File: config.mk
export PLATFORM = sky130hd
export DESIGN_NAME = nkfe_divider
export DESIGN_NICKNAME = d
export VERILOG_FILES = /design/src/design/nkfe_pkg.sv /design/src/design/nkfe_divider.sv
export SDC_FILE = /design/constraint.sdc
export NUM_CORES = 1
export LEC_CHECK = 0
export ABC_AREA = 1
export BUFFER_PORTS_ARGS = -buffer_cell sky130_fd_sc_hd__buf_2
export CAP_MARGIN = 20
export CORE_ASPECT_RATIO = 0.5
export CORE_UTILIZATION = 47
export DETAILED_ROUTE_END_ITERATION = 6
export PLACE_DENSITY = 0.86
export SYNTH_ARGS = -nofsm -noshare
export SYNTH_HDL_FRONTEND = slang
export SYNTH_SLANG_ARGS = --single-unit
File: constraint.sdc
create_clock -name clk -period 1.7 [get_ports clk]
set_input_delay 0.17 -clock clk [delete_from_list [all_inputs] [get_ports clk]]
set_output_delay 0.17 -clock clk [all_outputs]
set_load 0.01 [all_outputs]
File: src/design/nkfe_pkg.sv
`timescale 1ns / 1ps
// nkfe_pkg: shared constants, codes and types of the NK landscape evaluator.
// No dependencies; every other design file imports it.
package nkfe_pkg;

  // Table geometry
  localparam int MAX_COMPONENTS = 64;
  localparam int MAX_LINKS      = 8;
  localparam int ROW_W          = MAX_LINKS;
  localparam int ROW_LEN        = 1 << ROW_W;
  localparam int COMP_W         = $clog2(MAX_COMPONENTS);
  localparam int LANE_W         = (MAX_LINKS > 1) ? $clog2(MAX_LINKS) : 1;
  localparam int CONTRIB_AW     = COMP_W + ROW_W;

  // Field widths
  localparam int ACT_W   = 2;
  localparam int CFLD_W  = 6;
  localparam int SLOT_W  = 8;
  localparam int VAL_W   = 16;
  localparam int SOL_W   = 64;
  localparam int FIT_W   = 16;
  localparam int CNT_W   = 32;
  localparam int LINK_W  = 7;
  localparam int N_W     = 7;
  localparam int K_W     = 4;
  localparam int SUM_W   = COMP_W + FIT_W;

  // Configuration port
  localparam int CFG_IDX_W = 1;
  localparam int CFG_W     = 7;
  localparam logic [CFG_IDX_W-1:0] CFG_N_USED     = 1'b0;
  localparam logic [CFG_IDX_W-1:0] CFG_K_PLUS_ONE = 1'b1;

  // Item action codes
  typedef enum logic [ACT_W-1:0] {
    ACT_LINK    = 2'd0,
    ACT_CONTRIB = 2'd1,
    ACT_EVAL    = 2'd2,
    ACT_CHECK   = 2'd3
  } action_t;

  // Sequencer states
  typedef enum logic [1:0] {
    ST_IDLE,
    ST_SCORE,
    ST_DIVIDE,
    ST_DELIVER
  } state_t;

endpackage

File: src/design/nkfe_divider.sv
`timescale 1ns / 1ps
// nkfe_divider: restoring divider, one quotient bit per cycle.
// Depends on nkfe_pkg. Requires dividend < divisor * 2^FIT_W.
module nkfe_divider (
  input  logic                        clk,
  input  logic                        rst,
  input  logic                        start,
  input  logic [nkfe_pkg::SUM_W-1:0]  dividend,
  input  logic [nkfe_pkg::N_W-1:0]    divisor,
  output logic                        done,
  output logic [nkfe_pkg::FIT_W-1:0]  quotient
);
  import nkfe_pkg::*;

  localparam int STEP_W = $clog2(FIT_W);

  logic              busy;
  logic [STEP_W-1:0] step;
  logic [N_W-1:0]    rem;
  logic [N_W-1:0]    dvs;
  logic [FIT_W-1:0]  quo;
  logic [N_W-1:0]    rem_sh;
  logic              ge;

  // Shift in the next dividend bit and trial-subtract
  always_comb begin
    rem_sh = {rem[N_W-2:0], quo[FIT_W-1]};
    ge     = (rem_sh >= dvs);
  end

  // Sequencing
  always_ff @(posedge clk) begin
    if (rst) begin
      busy <= 1'b0;
      done <= 1'b0;
      step <= '0;
    end else begin
      done <= 1'b0;
      if (start) begin
        busy <= 1'b1;
        step <= '0;
      end else if (busy) begin
        step <= step + STEP_W'(1);
        if (step == STEP_W'(FIT_W - 1)) begin
          busy <= 1'b0;
          done <= 1'b1;
        end
      end
    end
  end

  // Remainder and quotient
  always_ff @(posedge clk) begin
    if (start) begin
      rem <= N_W'(dividend[SUM_W-1:FIT_W]);
      quo <= dividend[FIT_W-1:0];
      dvs <= divisor;
    end else if (busy) begin
      rem <= ge ? (rem_sh - dvs) : rem_sh;
      quo <= {quo[FIT_W-2:0], ge};
    end
  end

  assign quotient = quo;

endmodule

==> impl_metrics.prom <==
# TYPE chip_impl_metric gauge
chip_impl_info{name="outcome",value="finished with violations"} 1
chip_impl_info{name="failed_checks",value="negative setup slack"} 1
chip_impl_metric{name="post_synth.cell_area_avg",unit="um2"} 8.88
chip_impl_metric{name="globalRouteOverflowTotal",unit=""} 0
chip_impl_metric{name="postSynthNetCount",unit=""} 250
chip_impl_metric{name="placement.io_buffers",unit=""} 48
chip_impl_info{name="holdCritPathClass",value="primary input to register"} 1
chip_impl_metric{name="cp_data_arrival_time",unit="ns"} 1.83
chip_impl_metric{name="cts_sinks",unit=""} 35
chip_impl_metric{name="cts.hold.buffers_added",unit=""} 0
chip_impl_metric{name="synth.ff_latch_count",unit=""} 35
chip_impl_metric{name="largest_net_degree_at_the_start_of_global_routing",unit=""} 29
chip_impl_info{name="post-synth-top-area-cell",value="edfxtp_1"} 1
chip_impl_metric{name="grt_first_pass_wirelength",unit="mm"} 6.76
chip_impl_metric{name="cts_htree_levels",unit=""} 2
chip_impl_metric{name="via_count",unit=""} 1647
chip_impl_metric{name="netlist_area_pre_place",unit="mm2"} 0.00186
chip_impl_metric{name="synth_top_area_share",unit="%"} 46.9
chip_impl_metric{name="wire_per_inst",unit="um"} 13.5
chip_impl_info{name="r2r-start",value="rem[4]"} 1
chip_impl_metric{name="final_non_filler_cells",unit=""} 327
chip_impl_metric{name="timing.max_cap.violations",unit=""} 0
chip_impl_metric{name="drt_first_iter_violations",unit=""} 97
chip_impl_metric{name="timing.final.hold_violations",unit=""} 0
chip_impl_info{name="setup_repair_after_global_routing_missed_its_margin",value="yes"} 1
chip_impl_metric{name="p_leak",unit="nW"} 1.19
chip_impl_metric{name="drtPass1Iterations",unit=""} 4
chip_impl_metric{name="synthesis.yosys.warnings",unit=""} 0
chip_impl_metric{name="timing.setup.tns",unit="ns"} -0.464
chip_impl_metric{name="worstPathRequired",unit="ns"} 1.74
chip_impl_metric{name="antenna_cells",unit=""} 0
chip_impl_info{name="worst_setup_path_start_kind",value="register"} 1
chip_impl_metric{name="drt-total-wl",unit="mm"} 4.43
chip_impl_metric{name="ir_drop",unit="mV"} 0.696
chip_impl_metric{name="numCtsBuffers",unit=""} 5
chip_impl_metric{name="worstHoldPathCells",unit=""} 1
chip_impl_metric{name="setup_viol_count_final",unit=""} 7
chip_impl_metric{name="io_pins",unit=""} 49
chip_impl_info{name="hold_path.startpoint",value="divisor[2]"} 1
chip_impl_metric{name="die_height",unit="um"} 46.4
chip_impl_metric{name="post_drt_via_cell_ratio",unit=""} 5.04
chip_impl_info{name="ws_path_type",value="register to register"} 1
chip_impl_metric{name="final.setup.worst_slack",unit="ns"} -0.0923
chip_impl_metric{name="dpl_cell_area",unit="mm2"} 0.00222
chip_impl_metric{name="timing.slew.headroom",unit="%"} 78.4
chip_impl_info{name="min_to",value="dvs[2]"} 1
chip_impl_metric{name="drive_gt1_share",unit="%"} 35.9
chip_impl_metric{name="detail_route.drc_violations",unit=""} 0
chip_impl_info{name="cts_tree",value="yes"} 1
chip_impl_metric{name="placement_rows",unit=""} 15
chip_impl_metric{name="clk_latency",unit="ns"} 0.29
chip_impl_metric{name="detailedPlace.worstSlack",unit="ns"} -0.120
chip_impl_metric{name="placed_cells",unit=""} 315
chip_impl_metric{name="post-route-min-period",unit="ns"} 1.79
chip_impl_metric{name="floorplan_die_area",unit="mm2"} 0.00422
chip_impl_metric{name="clk_transition_reported_paths",unit="ns"} 0.07
chip_impl_metric{name="cp_max_fo",unit=""} 6
chip_impl_metric{name="pwr_density_cell",unit="mW/mm2"} 1040
chip_impl_info{name="crit_path_end_kind",value="register"} 1
chip_impl_metric{name="floorplan.die.width",unit="um"} 90.9
chip_impl_metric{name="synth_sequential_area_ratio",unit="%"} 53.4
chip_impl_info{name="r2r_end",value="rem[5]"} 1
chip_impl_metric{name="final_net_count",unit=""} 316
chip_impl_metric{name="fin_worst_hold_slack",unit="ns"} 0.0469
chip_impl_metric{name="groute.usage.overall",unit="%"} 21.7
chip_impl_metric{name="antenna_violating_nets_post_route",unit=""} 0
chip_impl_metric{name="number_of_antenna_violations_at_the_first_check_in_global_routing",unit=""} 0
chip_impl_metric{name="timing_max_transition_violations_final",unit=""} 0
chip_impl_metric{name="post-route-period-util",unit="%"} 105
chip_impl_metric{name="gpl.final_weighted_congestion",unit=""} 0.834
chip_impl_metric{name="worstMarginPinSlew",unit="ns"} 0.322
chip_impl_info{name="cts-root-buf",value="clkbuf_8"} 1
chip_impl_metric{name="nFillCells",unit=""} 254
chip_impl_metric{name="place.detailed.hpwl",unit="mm"} 2.89
chip_impl_metric{name="layout-area-overhead-vs-synth",unit="%"} 33.1
chip_impl_metric{name="netlist-cell-type-count",unit=""} 24
chip_impl_info{name="netlist_top_cells_area",value="edfxtp_1, nand2_1, dfxtp_1"} 1
chip_impl_metric{name="r2r_setup_slack",unit="ns"} -0.09
chip_impl_metric{name="achievable-frequency",unit="GHz"} 0.558
chip_impl_metric{name="number_of_synthesized_flops_with_an_enable_pin",unit=""} 29
chip_impl_metric{name="core_region_area",unit="mm2"} 0.00360
chip_impl_metric{name="postLayoutCellArea",unit="mm2"} 0.00247
chip_impl_metric{name="async_reset_ff_share",unit="%"} 0
chip_impl_metric{name="clk_path_buf_depth",unit=""} 2
chip_impl_metric{name="worst_r2r_path_depth",unit=""} 8
chip_impl_metric{name="synth_cells",unit=""} 209
chip_impl_metric{name="grt_pass1_vias",unit=""} 1507
chip_impl_info{name="ys.flop_type",value="edfxtp_1"} 1
chip_impl_metric{name="initial_utilization",unit="%"} 51.5
chip_impl_metric{name="finClkSkew",unit="ns"} 0.00581
## critical path, stage by stage, from the launching register on
cell	delay (ns)
edfxtp_1	0.41
ha_1	0.34
nand2_2	0.09
nor2_4	0.18
nand3_4	0.15
nand3_4	0.13
nand3_1	0.10
nand3_1	0.08
nand2_1	0.07
## stage by stage
step                total power [W]  util [%]
global placement            0.00175      61.7
CTS                         0.00245      66.1
detailed placement          0.00178      61.7
floorplan                   0.00155         -
global route                0.00269      68.6
finish                      0.00256      68.6
## cell usage in the layout, fill, tap and decap left out, drive strengths merged
cell type  instances
a21oi              4
a31oi              2
buf               64
clkbuf             7
clkinv             2
dfxtp              6
edfxtp            29
fa                 1
ha                 8
inv               26
nand2             90
nand3             13
nand3b             5
nand4              1
nor2               8
nor3               6
or2                1
xnor2              2
xor2               1
## cell usage after synthesis (all sizes together), types with 2 or more instances
| master | count |
|---|---|
| buf | 2 |
| edfxtp | 29 |
| a21oi | 4 |
| a31oi | 2 |
| nand3 | 13 |
| nor2 | 8 |
| ha | 8 |
| xnor2 | 2 |
| nor3 | 6 |
| inv | 26 |
| clkbuf | 3 |
| nand2 | 90 |
| nand3b | 5 |
| dfxtp | 6 |
## cells by family after synthesis
logic type | synth area share (%)
simple gates | 29.9
flops | 53.4
buf+inv | 7.08
fa+ha+maj | 6.47
compound gates | 1.75
xor+xnor | 1.42
## registers in the layout, summed over array words and instances (netlist names)
register	flops
quotient	16
dvs	7
rem	6
step	4
busy	1
done	1
## power breakdown
| group | internal [W] | switching [W] | total (W) |
|---|---|---|---|
| sequential | 0.00104 | 0.0000580 | 0.00110 |
| clock | 0.000326 | 0.000297 | 0.000623 |
| combinational | 0.000384 | 0.000455 | 0.000839 |
## per-layer routing
| layer | routed length (um) | vias up | GRT usage, % |
|---|---|---|---|
| met3 | 284 | 13 | 7.26 |
| met2 | 2220 | 52 | 38.3 |
| met4 | 110 | 0 | 10.2 |
| met1 | 1810 | 775 | 25.2 |
| li1 | - | 807 | - |
| met5 | 0 | - | 0 |
## area by class of cell
| class | instances | area [um2] | area share [%] |
|---|---|---|---|
| tap | 51 | 63.8 | 2.58 |
| sequential | 35 | 991 | 40.1 |
| clock buffer | 7 | 86.3 | 3.49 |
| clock inverter | 1 | 5.00 | 0.203 |
| inverter | 27 | 101 | 4.10 |
| timing repair buffer | 64 | 377 | 15.2 |
| multi-input combinational | 142 | 847 | 34.3 |
## how the worst max path moves through the flow
stage	from	to	slack, ns
floorplan	quotient[15]	rem[4]	-0.01
global placement	rem[3]	rem[5]	-0.05
detailed placement	rem[4]	rem[4]	-0.12
CTS	quotient[15]	rem[4]	-0.09
global route	rem[4]	rem[5]	-0.20
finish	rem[4]	rem[5]	-0.09
## what timing repair did
action,4_1_cts,5_1_grt
resized for setup,11,12
endpoints found under the setup margin,7,7
buffers inserted,1,3
pin swaps,11,9
cloned,0,0
No activity file was read; power rests on OpenSTA's default activity.
